`config.mk`:
```
export PLATFORM = sky130hd
export DESIGN_NAME = signal_pending_dispatch_unit
export DESIGN_NICKNAME = d
export VERILOG_FILES = /design/src/spd_pkg.sv /design/src/signal_pending_dispatch_unit.sv /design/src/spd_ram.sv /design/src/spd_front.sv /design/src/spd_queue.sv /design/src/spd_back.sv
export VERILOG_INCLUDE_DIRS = /design/src /design/src/src
export SDC_FILE = /design/constraint.sdc
export NUM_CORES = 1
export LEC_CHECK = 0
export ABC_AREA = 1
export BUFFER_PORTS_ARGS = -buffer_cell sky130_fd_sc_hd__buf_4
export CAP_MARGIN = 10
export CORE_MARGIN = 10
export CORE_UTILIZATION = 45
export DETAILED_ROUTE_END_ITERATION = 16
export HOLD_SLACK_MARGIN = 0.02
export PLACE_DENSITY_LB_ADDON = 0.2
export SLEW_MARGIN = 5
export SYNTH_ARGS = -nofsm -noshare
export SYNTH_HDL_FRONTEND = slang
export SYNTH_SLANG_ARGS = --single-unit
```
`constraint.sdc`:
```
create_clock -name clk -period 11.2 [get_ports clk]
set_clock_uncertainty 0.15 [all_clocks]
set_input_delay 0.56 -clock clk [delete_from_list [all_inputs] [get_ports clk]]
set_output_delay 0.56 -clock clk [all_outputs]
set_load 0.02 [all_outputs]
```
`src/assert_macros.svh`:
```
// Assertion macros used by the signal pending dispatch back end.
`ifndef ASSERT_MACROS_SVH
`define ASSERT_MACROS_SVH
`ifndef SYNTH
// Check a property at every rising edge outside reset.
`define ASSERT_CLK(lbl, clk, rst, prop, msg) \
  lbl: assert property (@(posedge clk) disable iff (rst) prop) else $error(msg);
// Check that a condition is followed by another in the next cycle.
`define ASSERT_NEXT(lbl, clk, rst, pre, post, msg) \
  lbl: assert property (@(posedge clk) disable iff (rst) (pre) |=> (post)) else $error(msg);
`else
`define ASSERT_CLK(lbl, clk, rst, prop, msg)
`define ASSERT_NEXT(lbl, clk, rst, pre, post, msg)
`endif
`endif

```
`src/spd_pkg.sv`:
```
// Types and constants of the signal pending dispatch unit.
package spd_pkg;

  localparam int SIG_W  = 6;
  localparam int MASK_W = 64;
  localparam int KIND_W = 3;
  localparam int HOW_W  = 2;
  localparam int DISP_W = 2;
  localparam int ACT_W  = 2;
  localparam int EXIT_W = 8;

  // Depth of the queue between front and back
  localparam int Q_DEPTH = 2;

  // Item kinds on the input port
  localparam logic [KIND_W-1:0] KIND_POST     = 3'd0;
  localparam logic [KIND_W-1:0] KIND_SELF     = 3'd1;
  localparam logic [KIND_W-1:0] KIND_MASK     = 3'd2;
  localparam logic [KIND_W-1:0] KIND_DISP     = 3'd3;
  localparam logic [KIND_W-1:0] KIND_DISPATCH = 3'd4;

  // Mask change modes
  localparam logic [HOW_W-1:0] HOW_BLOCK   = 2'd0;
  localparam logic [HOW_W-1:0] HOW_UNBLOCK = 2'd1;
  localparam logic [HOW_W-1:0] HOW_SET     = 2'd2;

  // Dispositions
  localparam logic [DISP_W-1:0] DISP_DEFAULT = 2'd0;
  localparam logic [DISP_W-1:0] DISP_IGNORE  = 2'd1;
  localparam logic [DISP_W-1:0] DISP_CATCH   = 2'd2;

  // Dispatch actions
  localparam logic [ACT_W-1:0] ACT_NONE    = 2'd0;
  localparam logic [ACT_W-1:0] ACT_TERM    = 2'd1;
  localparam logic [ACT_W-1:0] ACT_HANDLER = 2'd2;

  // Status codes
  localparam logic STATUS_OK    = 1'b0;
  localparam logic STATUS_INVAL = 1'b1;

  // Signals with fixed behaviour
  localparam logic [SIG_W-1:0] SIG_KILL  = 6'd9;
  localparam logic [SIG_W-1:0] SIG_STOP  = 6'd19;
  localparam logic [SIG_W-1:0] SIG_CHLD  = 6'd17;
  localparam logic [SIG_W-1:0] SIG_URG   = 6'd23;
  localparam logic [SIG_W-1:0] SIG_WINCH = 6'd28;

  localparam logic [EXIT_W-1:0] EXIT_BASE = 8'd128;

  // Bits that no mask change may set
  localparam logic [MASK_W-1:0] UNMASKABLE =
    (MASK_W'(1) << (SIG_KILL - 6'd1)) | (MASK_W'(1) << (SIG_STOP - 6'd1));

  // Operation decoded by the front
  typedef enum logic [2:0] {
    OP_POST,
    OP_SELF,
    OP_MASK,
    OP_DISP,
    OP_DISPATCH,
    OP_BAD
  } op_t;

  // Classified item carried through the queue
  typedef struct packed {
    op_t                op;
    logic [SIG_W-1:0]   sig;
    logic [MASK_W-1:0]  sig_bit;
    logic               sig_bad;
    logic               sig_locked;
    logic [HOW_W-1:0]   how;
    logic               change;
    logic [MASK_W-1:0]  mask;
    logic [DISP_W-1:0]  disp;
  } item_t;

  // Result of one item
  typedef struct packed {
    logic               status;
    logic               accepted;
    logic [MASK_W-1:0]  prev_mask;
    logic [DISP_W-1:0]  old_disp;
    logic [ACT_W-1:0]   action;
    logic [EXIT_W-1:0]  exit_code;
    logic [SIG_W-1:0]   sel;
  } result_t;

  // Back end sequencer states
  typedef enum logic [1:0] {
    B_IDLE,
    B_EXEC,
    B_SCAN,
    B_RESULT
  } bstate_t;

endpackage

```
`src/signal_pending_dispatch_unit.sv`:
```
// Top level of the signal pending dispatch unit.
// Post, self post, mask and disposition items: the back end pops the item, runs it in B_EXEC and loads
// the result register from B_RESULT. Dispatch: the back end scans 1 to NUM_SIGNALS-1 signals in B_SCAN,
// one signal a cycle through the disposition RAM read port.
// The back end takes a new item only after loading the last result; a 2-entry queue buffers input.
// Reset clears pending and blocked sets and marks every disposition default at once.
module signal_pending_dispatch_unit
  import spd_pkg::*;
#(
  parameter int NUM_SIGNALS = 64
) (
  input  logic              clk,
  input  logic              rst,
  input  logic              in_valid,
  output logic              in_ready,
  input  logic [KIND_W-1:0] kind,
  input  logic [SIG_W-1:0]  signal_number,
  input  logic [HOW_W-1:0]  how,
  input  logic              change_present,
  input  logic [MASK_W-1:0] mask_value,
  input  logic [DISP_W-1:0] disposition,
  output logic              out_valid,
  input  logic              out_ready,
  output logic              status,
  output logic              accepted,
  output logic [MASK_W-1:0] prev_mask,
  output logic [DISP_W-1:0] old_disposition,
  output logic [ACT_W-1:0]  action,
  output logic [EXIT_W-1:0] exit_code,
  output logic [SIG_W-1:0]  chosen_signal
);

  logic    q_full;
  logic    q_push;
  item_t   q_item;
  logic    q_valid;
  logic    q_pop;
  item_t   q_head;
  result_t out_data;

  spd_front #(
    .NUM_SIGNALS (NUM_SIGNALS)
  ) u_front (
    .in_valid       (in_valid),
    .in_ready       (in_ready),
    .kind           (kind),
    .signal_number  (signal_number),
    .how            (how),
    .change_present (change_present),
    .mask_value     (mask_value),
    .disposition    (disposition),
    .q_full         (q_full),
    .q_push         (q_push),
    .q_item         (q_item)
  );

  spd_queue u_queue (
    .clk        (clk),
    .rst        (rst),
    .push       (q_push),
    .push_item  (q_item),
    .full       (q_full),
    .pop        (q_pop),
    .head_valid (q_valid),
    .head       (q_head)
  );

  spd_back #(
    .NUM_SIGNALS (NUM_SIGNALS)
  ) u_back (
    .clk       (clk),
    .rst       (rst),
    .q_valid   (q_valid),
    .q_head    (q_head),
    .q_pop     (q_pop),
    .out_valid (out_valid),
    .out_ready (out_ready),
    .out_data  (out_data)
  );

  // Unpack the result register onto the output fields
  assign status          = out_data.status;
  assign accepted        = out_data.accepted;
  assign prev_mask       = out_data.prev_mask;
  assign old_disposition = out_data.old_disp;
  assign action          = out_data.action;
  assign exit_code       = out_data.exit_code;
  assign chosen_signal   = out_data.sel;

endmodule

```
`src/spd_ram.sv`:
```
// Generic single write port RAM with registered read.
module spd_ram #(
  parameter int WIDTH = 2,
  parameter int DEPTH = 64
) (
  input  logic                     clk,
  input  logic                     we,
  input  logic [$clog2(DEPTH)-1:0] waddr,
  input  logic [WIDTH-1:0]         wdata,
  input  logic                     re,
  input  logic [$clog2(DEPTH)-1:0] raddr,
  output logic [WIDTH-1:0]         rdata
);

  logic [WIDTH-1:0] mem [DEPTH];

  // Write and registered read
  always_ff @(posedge clk) begin
    if (we) begin
      mem[waddr] <= wdata;
    end
    if (re) begin
      rdata <= mem[raddr];
    end
  end

endmodule

```
`src/spd_front.sv`:
```
// Front end: input handshake and classification of items.
module spd_front
  import spd_pkg::*;
#(
  parameter int NUM_SIGNALS = 64
) (
  input  logic              in_valid,
  output logic              in_ready,
  input  logic [KIND_W-1:0] kind,
  input  logic [SIG_W-1:0]  signal_number,
  input  logic [HOW_W-1:0]  how,
  input  logic              change_present,
  input  logic [MASK_W-1:0] mask_value,
  input  logic [DISP_W-1:0] disposition,
  input  logic              q_full,
  output logic              q_push,
  output item_t             q_item
);

  // Take a transfer whenever the queue has room
  assign in_ready = !q_full;
  assign q_push   = in_valid && !q_full;

  // Decode kind, check the signal number, strip unmaskable bits and clamp the disposition
  always_comb begin
    case (kind)
      KIND_POST:     q_item.op = OP_POST;
      KIND_SELF:     q_item.op = OP_SELF;
      KIND_MASK:     q_item.op = OP_MASK;
      KIND_DISP:     q_item.op = OP_DISP;
      KIND_DISPATCH: q_item.op = OP_DISPATCH;
      default:       q_item.op = OP_BAD;
    endcase
    q_item.sig        = signal_number;
    q_item.sig_bit    = MASK_W'(1) << (signal_number - 6'd1);
    q_item.sig_bad    = (signal_number == '0) ||
                        ({1'b0, signal_number} >= (SIG_W + 1)'(NUM_SIGNALS));
    q_item.sig_locked = (signal_number == SIG_KILL) || (signal_number == SIG_STOP);
    q_item.how        = how;
    q_item.change     = change_present;
    q_item.mask       = mask_value & ~UNMASKABLE;
    q_item.disp       = (disposition >= DISP_CATCH) ? DISP_CATCH : disposition;
  end

endmodule

```
`src/spd_queue.sv`:
```
// Short queue of classified items between front and back.
module spd_queue
  import spd_pkg::*;
(
  input  logic  clk,
  input  logic  rst,
  input  logic  push,
  input  item_t push_item,
  output logic  full,
  input  logic  pop,
  output logic  head_valid,
  output item_t head
);

  localparam int PW = (Q_DEPTH > 1) ? $clog2(Q_DEPTH) : 1;
  localparam int CW = $clog2(Q_DEPTH + 1);

  item_t          entries [Q_DEPTH];
  logic [PW-1:0]  wr_ptr;
  logic [PW-1:0]  rd_ptr;
  logic [CW-1:0]  count;

  assign full       = (count == CW'(Q_DEPTH));
  assign head_valid = (count != '0);
  assign head       = entries[rd_ptr];

  // Store pushed items
  always_ff @(posedge clk) begin
    if (push) begin
      entries[wr_ptr] <= push_item;
    end
  end

  // Advance pointers and track fill
  always_ff @(posedge clk) begin
    if (rst) begin
      wr_ptr <= '0;
      rd_ptr <= '0;
      count  <= '0;
    end else begin
      if (push) begin
        wr_ptr <= (wr_ptr == PW'(Q_DEPTH - 1)) ? '0 : wr_ptr + PW'(1);
      end
      if (pop) begin
        rd_ptr <= (rd_ptr == PW'(Q_DEPTH - 1)) ? '0 : rd_ptr + PW'(1);
      end
      if (push && !pop) begin
        count <= count + CW'(1);
      end else if (pop && !push) begin
        count <= count - CW'(1);
      end
    end
  end

endmodule

```
`src/spd_back.sv`:
```
// Back end: executes items against the signal state and drives results.
`include "assert_macros.svh"
module spd_back
  import spd_pkg::*;
#(
  parameter int NUM_SIGNALS = 64
) (
  input  logic    clk,
  input  logic    rst,
  input  logic    q_valid,
  input  item_t   q_head,
  output logic    q_pop,
  output logic    out_valid,
  input  logic    out_ready,
  output result_t out_data
);

  localparam int AW = $clog2(NUM_SIGNALS);
  localparam int VD = 1 << AW;
  localparam logic [SIG_W-1:0] SIG_LAST = SIG_W'(NUM_SIGNALS - 1);

  bstate_t           state;
  bstate_t           state_next;
  item_t             w;
  result_t           res;
  result_t           res_next;
  logic [MASK_W-1:0] pending;
  logic [MASK_W-1:0] pending_next;
  logic [MASK_W-1:0] blocked;
  logic [MASK_W-1:0] blocked_next;
  logic [SIG_W-1:0]  scan_sig;
  logic [VD-1:0]     disp_valid;
  logic              rd_valid;

  logic              ram_we;
  logic [AW-1:0]     ram_waddr;
  logic [DISP_W-1:0] ram_wdata;
  logic              ram_re;
  logic [AW-1:0]     ram_raddr;
  logic [DISP_W-1:0] ram_rdata;
  logic [DISP_W-1:0] disp_value;

  logic              out_free;
  logic              out_load;
  logic [SIG_W-1:0]  scan_idx;
  logic [SIG_W-1:0]  scan_succ;
  logic [MASK_W-1:0] scan_bit;
  logic              scan_pend;
  logic              scan_live;
  logic              scan_catch;
  logic              scan_fatal;
  logic              stop_hit;
  logic              scan_end;

  spd_ram #(
    .WIDTH (DISP_W),
    .DEPTH (NUM_SIGNALS)
  ) u_disp_ram (
    .clk   (clk),
    .we    (ram_we),
    .waddr (ram_waddr),
    .wdata (ram_wdata),
    .re    (ram_re),
    .raddr (ram_raddr),
    .rdata (ram_rdata)
  );

  // Entries never written read as default
  assign disp_value = rd_valid ? ram_rdata : DISP_DEFAULT;

  // Evaluate the signal under the scan
  assign scan_idx   = scan_sig - 6'd1;
  assign scan_succ  = scan_sig + 6'd1;
  assign scan_bit   = MASK_W'(1) << scan_idx;
  assign scan_pend  = pending[scan_idx];
  assign scan_live  = scan_pend && !blocked[scan_idx];
  assign scan_catch = (disp_value == DISP_CATCH);
  assign scan_fatal = (disp_value == DISP_DEFAULT) && (scan_sig != SIG_CHLD) &&
                      (scan_sig != SIG_URG) && (scan_sig != SIG_WINCH);
  assign stop_hit   = scan_live && (scan_catch || scan_fatal);
  assign scan_end   = stop_hit || (scan_sig == SIG_LAST);

  assign out_free = !out_valid || out_ready;

  // Next state
  always_comb begin
    state_next = state;
    case (state)
      B_IDLE: begin
        if (q_valid) begin
          state_next = (q_head.op == OP_DISPATCH) ? B_SCAN : B_EXEC;
        end
      end
      B_EXEC: state_next = B_RESULT;
      B_SCAN: begin
        if (scan_end) begin
          state_next = B_RESULT;
        end
      end
      B_RESULT: begin
        if (out_free) begin
          state_next = B_IDLE;
        end
      end
      default: state_next = B_IDLE;
    endcase
  end

  // Control outputs of the sequencer
  always_comb begin
    q_pop     = 1'b0;
    ram_re    = 1'b0;
    ram_raddr = scan_succ[AW-1:0];
    ram_we    = 1'b0;
    out_load  = 1'b0;
    case (state)
      B_IDLE: begin
        q_pop     = q_valid;
        ram_re    = q_valid;
        ram_raddr = (q_head.op == OP_DISPATCH) ? AW'(1) : q_head.sig[AW-1:0];
      end
      B_EXEC: ram_we = (w.op == OP_DISP) && !w.sig_bad && !w.sig_locked && w.change;
      B_SCAN: ram_re = !scan_end;
      B_RESULT: out_load = out_free;
      default: ;
    endcase
  end

  assign ram_waddr = w.sig[AW-1:0];
  assign ram_wdata = w.disp;

  // Work out the item result and set updates
  always_comb begin
    pending_next = pending;
    blocked_next = blocked;
    res_next     = res;
    case (state)
      B_IDLE: res_next = '0;
      B_EXEC: begin
        res_next = '0;
        case (w.op)
          OP_POST: begin
            if (w.sig_bad) begin
              res_next.status = STATUS_INVAL;
            end else begin
              pending_next = pending | w.sig_bit;
            end
          end
          OP_SELF: begin
            if (w.sig_bad) begin
              res_next.status = STATUS_INVAL;
            end else if (((blocked & w.sig_bit) == '0) && (disp_value != DISP_IGNORE)) begin
              pending_next      = pending | w.sig_bit;
              res_next.accepted = 1'b1;
            end
          end
          OP_MASK: begin
            res_next.prev_mask = blocked;
            if (w.change) begin
              case (w.how)
                HOW_BLOCK:   blocked_next = blocked | w.mask;
                HOW_UNBLOCK: blocked_next = blocked & ~w.mask;
                HOW_SET:     blocked_next = w.mask;
                default:     res_next.status = STATUS_INVAL;
              endcase
            end
          end
          OP_DISP: begin
            if (w.sig_bad || (w.change && w.sig_locked)) begin
              res_next.status = STATUS_INVAL;
            end else begin
              res_next.old_disp = disp_value;
            end
          end
          default: res_next.status = STATUS_INVAL;
        endcase
      end
      B_SCAN: begin
        if (scan_pend) begin
          pending_next = pending & ~scan_bit;
        end
        if (stop_hit) begin
          res_next.sel = scan_sig;
          if (scan_catch) begin
            res_next.action = ACT_HANDLER;
          end else begin
            res_next.action    = ACT_TERM;
            res_next.exit_code = EXIT_BASE + {2'b00, scan_sig};
          end
        end
      end
      default: ;
    endcase
  end

  // Hold the working item and the result
  always_ff @(posedge clk) begin
    if (q_pop) begin
      w <= q_head;
    end
    res <= res_next;
    if (out_load) begin
      out_data <= res;
    end
  end

  // Sequencer, signal sets, scan position and read tags
  always_ff @(posedge clk) begin
    if (rst) begin
      state      <= B_IDLE;
      pending    <= '0;
      blocked    <= '0;
      scan_sig   <= SIG_W'(1);
      disp_valid <= '0;
      rd_valid   <= 1'b0;
      out_valid  <= 1'b0;
    end else begin
      state   <= state_next;
      pending <= pending_next;
      blocked <= blocked_next;
      if (q_pop) begin
        scan_sig <= SIG_W'(1);
      end else if (state == B_SCAN && !scan_end) begin
        scan_sig <= scan_succ;
      end
      if (ram_we) begin
        disp_valid[ram_waddr] <= 1'b1;
      end
      if (ram_re) begin
        rd_valid <= disp_valid[ram_raddr];
      end
      if (out_load) begin
        out_valid <= 1'b1;
      end else if (out_ready) begin
        out_valid <= 1'b0;
      end
    end
  end

  `ASSERT_NEXT(a_pop_leaves_idle, clk, rst, q_pop, state != B_IDLE, "pop did not start work")
  `ASSERT_NEXT(a_scan_no_gain, clk, rst, state == B_SCAN, (pending & ~$past(pending)) == '0, "pending grew during dispatch scan")
  `ASSERT_CLK(a_term_exit, clk, rst, (out_load && res.action == ACT_TERM) |-> (res.exit_code == EXIT_BASE + {2'b00, res.sel}), "exit code does not match signal")
  `ASSERT_CLK(a_wdata_legal, clk, rst, ram_we |-> (ram_wdata <= DISP_CATCH), "illegal disposition written")

endmodule

```
# Yosys cells after proc, flatten, opt, wreduce, memory -nomap -nowiden
# Memory sizes are Yosys's and may differ from the RTL's. A register that Yosys moved wholly into a read port is not among the register bits.
# Cells that the tools add are included.
# totals
mem_bits_rw	412
rom_bits	0
ff_bits	518
latchBits	0
elab_cells	198
out_inout_bits	86
n_memories	2
# op_classes
mux	57
addsub	8
reduce_logical	51
n_shift	2
n_mul	0
div	0
bitwise	8
n_eq_ne	32
n_lt_le_gt_ge	5
# memory_table
name	depth	width	read_ports	rd_clocked_by_memory_dff	write_ports	line_no	source
u_queue.entries	2	142	1	1	1	spd_queue.sv:18	item_t entries [Q_DEPTH];
u_back.u_disp_ram.mem	64	2	1	1	1	spd_ram.sv:15	logic [WIDTH-1:0] mem [DEPTH];
# ops
op	count
$mux W64	5
$pmux W64 S2	2
$and A64 B64 Y64	3
$or A64 B64 Y64	3
$pmux W64 S3	1
$pmux W68 S2	1
$not A64 Y64	2
$shl A1 B6 Y64 const A	2
$logic_not A64 Y1	1
$pmux W16 S2	1
$mux W1	24
$mux W2	11
$lt A6 B7 Y1 const B	3
$bmux W1 S6	3
$ne A6 B5 Y1 const B	3
$mux W16	1
$logic_and A1 B1 Y1	15
$pmux W3 S5	1
$eq A3 B2 Y1 const B	4
$mux W6	2
$ne A2 B1 Y1 const B	6
$reduce_bool A2 Y1	6
$sub A6 B1 Y6 const B	2
$eq A2 B2 Y1 const B	5
33 further kinds	56

# Longest topological paths before layout
# logic_depth
word_depth	10
ltp_mapped	22

# Modules after synthesis
# A second synthesis with hierarchy kept.
# hier_totals
cells_unflattened	3669
area_unflattened_um2	40527.6
# by_module_without_submodules
module	area_per_inst_um2	cells_per_inst	n_inst
spd_back	22703.0	2425	1
spd_queue	10851.7	481	1
spd_ram	5634.2	520	1
spd_front	1338.8	243	1

# Worst setup path after synthesis
# Ideal clock, no wire load.
# synth_path
path_kind	reg-to-reg
startpoint	register u_back.state[0]
endpoint	register u_queue.count[1]
arrival_time_ns	9.818
t_required_ns	10.928
slack_ns	1.110
path_stages_with_launch	12
path_cell_list	dfxtp_1 -> inv_1 -> ha_1 -> inv_1 -> clkbuf_1 -> a21oi_1 -> inv_1 -> ha_1 -> a21oi_1 -> o21ai_0 -> o21ai_0 -> a21oi_1
# synth_between
elab_chain_cells	5
# synth_rtl
item	line_no	source
start, declared	spd_back.sv:22	bstate_t state;
start signal, assigned	spd_back.sv:218	state <= state_next;
$logic_not A2 Y1 *	spd_back.sv:116	case (state)
$mux W1 *	spd_back.sv:116	
named net q_pop	signal_pending_dispatch_unit.sv:37	logic q_pop;
$logic_not A1 Y1	spd_queue.sv:47	if (push && !pop) begin
$logic_and A1 B1 Y1	spd_queue.sv:47	
$mux W2 or $reduce_bool A2 Y1 (tied branches)	n/a	
end signal, assigned	spd_queue.sv:48	count <= count + CW'(1);
end signal, assigned	spd_queue.sv:50	count <= count - CW'(1);
end, declared	spd_queue.sv:21	logic [CW-1:0] count;
# The timed path passes the listed nets; every way through them passes the cells marked *.
# A chain may end at the register's enable or synchronous reset.

# Worst setup path after layout
# layout_path
startpoint	register u_back.scan_sig[0]
endpoint	register u_back.res[10] in the netlist's numbering, enable pin
# layout_between
elab_chain_cells	8
# layout_rtl
item	line_no	source
start, declared	spd_back.sv:31	logic [SIG_W-1:0] scan_sig;
start signal, assigned	spd_back.sv:224	scan_sig <= scan_succ;
$sub A6 B1 Y6 or $ne A6 B5 Y1 (tied branches)	spd_back.sv:72, spd_back.sv:78	
$bmux W1 S6 or $logic_and A1 B1 Y1 (tied branches)	spd_back.sv:76, spd_back.sv:78	
$mux W1 (implied by the code) or $logic_and A1 B1 Y1 (tied branches)	spd_back.sv:76, spd_back.sv:78	
$logic_not A1 Y1 or $logic_and A1 B1 Y1 (tied branches)	spd_back.sv:76, spd_back.sv:79	
$logic_and A1 B1 Y1 or $logic_or A1 B1 Y1 (tied branches)	spd_back.sv:76, spd_back.sv:80	
$logic_and A1 B1 Y1 *	spd_back.sv:80	assign stop_hit = scan_live && (scan_catch || scan_fatal);
$ne A2 B1 Y1 (no source line) *	n/a	
$reduce_and A3 Y1 (no source line) *	n/a	
end signal, assigned	spd_back.sv:201	res <= res_next;
end, declared	spd_back.sv:25	result_t res;
# Mark *: on every way between the ends. The rest lies on a longest branch, timed or not. The select of a mux whose other input is x is not followed.

==> key figures <==
Run status
  – Status: completed

Worst setup path
  – Crit. Startpoint: u_back.scan_sig[0]
  – Endpoint class of the critical path: register
  – Worst R2R Path Depth: 14
  – Worst R2R End: u_back.res[10]
  – Crit path kind: register to register
  – R2r setup slk: 6.47 ns
  – Worst R2R Start: u_back.scan_sig[0]
  – Crit start category: register
  – WP data required: about 11 ns
  – Crit path DAT: 4.85 ns
  – Crit path max fanout: 44

Clocking
  – CTS Buffer Depth: 3
  – Root Driver: clkbuf_16
  – Worst-Skew Late Latency: between 0.6 and 0.7 ns
  – Num CTS Buffers: 94
  – Clk sink count: approximately 900
  – Worst-path clk slew: about 0.060 ns
  – Htree depth: 3
  – Resized cells post-CTS: 0
  – CTS tree: done

Job
  – Max Cap Violations: 0

Floorplanning
  – Row count: 106
  – Initial Util: 0.455
  – IO Count: 168
  – Die area: 0.0970 mm2
  – Placeable Area: roughly 0.084 mm2
  – Die span in y: 311 um
  – Die W: 311 um

Hold path
  – Hold Crit Endpoint: u_queue.entries[0][137]
  – HP Start: signal_number[4]
  – Hold depth: 1
  – HP Class: input port to register

Yosys
  – Synthesized area: 0.0382 mm2
  – Post-Syn Area per Cell: 10.4 um2
  – Seq/Total Area, Yosys: 0.671
  – Synth Warn #: 0
  – Post-synth top area share: 0.564
  – Post-synth EDFFs: 718
  – Syn Inst Count: between 3000 and 4000
  – Ys async rst share: 0
  – Post-synth top area cell: edfxtp_1
  – Flops & latches, synth: 923
  – Top cells by area, synth: edfxtp_1, dfxtp_1, nand2_1, nor2_1, nand3_1
  – Post-synthesis cell type count: 46
  – Synth Flop Type: edfxtp_1

STA
  – Worst slew pin tran: 1.03 ns
  – Min Tclk post-route: 4.73 ns
  – Crit share post-route: 0.422
  – Peak Freq: 212 MHz
  – Setup TNS after final layout: 0 ns
  – Final Hold Fails: 0
  – RSZ-0062 raised after global routing: false
  – Setup Viol. Count Final: 0
  – Slew headroom: 0.306
  – Max-slew violations: 0

GRT
  – Global Route Usage Sum: 0.209
  – Largest net degree at the start of global routing: 135
  – First-pass GRT wire length: 158 mm
  – Grt ovf: 0
  – Initial antenna violation count: 1
  – Number of global-route vias before repair: 25375

Placed design
  – Final HPWL DP: ~65 mm
  – Port bufs: roughly 160
  – # placed instances: slightly below 5000
  – Final GP Congestion: 0.906
  – Dpl cell area: a little over 0.04 mm2

Layout
  – Finished Layout Cells: 5056
  – Area delta synth->final: 15.5%
  – Share of cells above drive strength 1: 0.0999
  – Final design utilization: 0.526
  – FILL cells: ~7400
  – Antenna diode count: 0
  – Fin nets: just under 4000
  – Final non-filler cell area: about 0.044 mm2

Route
  – ANT nets after route: 0
  – DR vias: 27218
  – Routed WL: about 100 mm
  – DR pass1 iterations: 6
  – Number of remaining DRC errors: 0
  – DRT iter0 DRCs: 2931
  – DR vias/cell: between 5 and 6
  – Routed WL per cell: slightly above 20 um

Power
  – Cell leakage power: 16.5 nW
  – Pwr Total: approximately 0.012 W
  – Pwr/cell area: 270 mW/mm2
  – Worst vdd ir: ~0.00023 V
-- cell usage in the layout, fill, tap and decap left out, drive strengths merged, types with 40 or more instances in the layout --
| cell type | count |
|---|---|
| dlygate4sd3 | 72 |
| o21ai | 118 |
| edfxtp | 718 |
| o211ai | 45 |
| dfxtp | 205 |
| a211oi | 63 |
| clkinv | 40 |
| nand3 | 308 |
| clkbuf | 127 |
| a21oi | 60 |
| nor2 | 642 |
| nand2 | 822 |
| buf | 204 |
| a2111oi | 63 |
| inv | 260 |
| nand4 | 59 |
-- flip-flops by register name (all words and copies together), names as in the netlist, 2 cells and up, named ones only --
signal / cells
u_queue.entries: 284
u_back.w: 134
u_back.u_disp_ram.mem: 128
u_back.out_data: 81
u_back.res: 81
u_back.disp_valid: 64
u_back.pending: 64
u_back.blocked: 62
u_back.ram_waddr: 6
u_back.scan_sig: 6
u_back.ram_wdata: 2
u_back.state: 2
u_back.u_disp_ram.rdata: 2
u_queue.count: 2
-- routing by layer --
metal  share of wire  up-vias  wire length [um]  GRT usage
met1            0.44    13073             45900      0.302
met3           0.090      162              9490     0.0392
met2            0.45     1066             46800      0.316
li1                -    12917                 -          -
met4           0.026        0              2700     0.0633
met5               0        -                 0          0
-- per-stage QoR --
step	hold WS [ns]	setup slack [ns]
final	0.0752	6.47
after floorplan	0.250	1.11
after global routing	0.0724	6.11
after detailed placement	0.255	6.56
after CTS	0.0395	6.48
after global placement	0.252	6.52
-- layout make-up --
type	instances	area, um2	share of cell area
Sequential cell	923	25700	0.581
Multi-Input combinational cell	2287	10700	0.243
Clock buffer	127	2550	0.0577
Timing Repair Buffer	276	2260	0.0513
Tap cell	1134	1420	0.0321
Inverter	261	985	0.0223
Clock inverter	48	523	0.0118
-- logic make-up after synthesis --
kind of cell / synth area share
simple gates: 0.205
flops: 0.671
compound gates: 0.0655
other cells: 0.0000981
xor+xnor: 0.00183
buf+inv: 0.0502
fa+ha+maj: 0.00622
-- worst max-delay path by stage --
| stage | to | cells after the start |
|---|---|---|
| 6_report | u_back.res[10] | 14 |
| 5_1_grt | u_back.res[10] | 14 |
| 3_5_place_dp | u_back.res[7] | 14 |
| 4_1_cts | u_back.res[11] | 14 |
| 2_1_floorplan | u_queue.count[1] | 11 |
| 3_3_place_gp | u_back.res[7] | 14 |
-- worst max-delay path: stages (launching register included) --
cell and delay [ns]:
dfxtp_2 0.91, inv_2 0.07, ha_1 0.29, ha_1 0.32
inv_1 0.70, nand3_1 0.24, nand3_1 0.12, nand3_1 0.13
nand3_1 0.11, nand2_1 0.06, nor2_1 0.14, nand2_1 0.12
nand2_1 0.07, inv_1 0.08, nor3_1 0.79
-- cells in the mapped netlist (2+ instances only) --
cell,instances
a2111oi_0,63
a211oi_1,63
a21oi_1,60
a221oi_1,9
a22o_1,7
a31oi_1,2
buf_1,10
buf_2,46
buf_4,15
buf_6,3
clkbuf_1,139
clkinv_1,3
dfxtp_1,205
edfxtp_1,718
ha_1,19
inv_1,245
inv_2,11
inv_4,2
nand2_1,815
nand2_2,6
nand3_1,298
nand3_2,6
nand3_4,4
nand3b_1,20
nand4_1,59
nor2_1,640
nor3_1,29
o211ai_1,45
o21ai_0,112
o21ai_1,6
o21bai_1,4
o32ai_1,2
xor2_1,3
-- where the power goes --
part	internal [W]	leakage [nW]	switching (W)
logic	0.000907	6.50	0.00276
registers	0.00470	8.50	0.000476
clock network	0.00175	1.49	0.00133
total	0.00736	16.5	0.00456
-- timing repair --
item                      CTS  global route
buffers inserted            0             0
hold buffers               72             0
hold endpoints to repair  144             0
No activity file was read; power rests on OpenSTA's default activity.
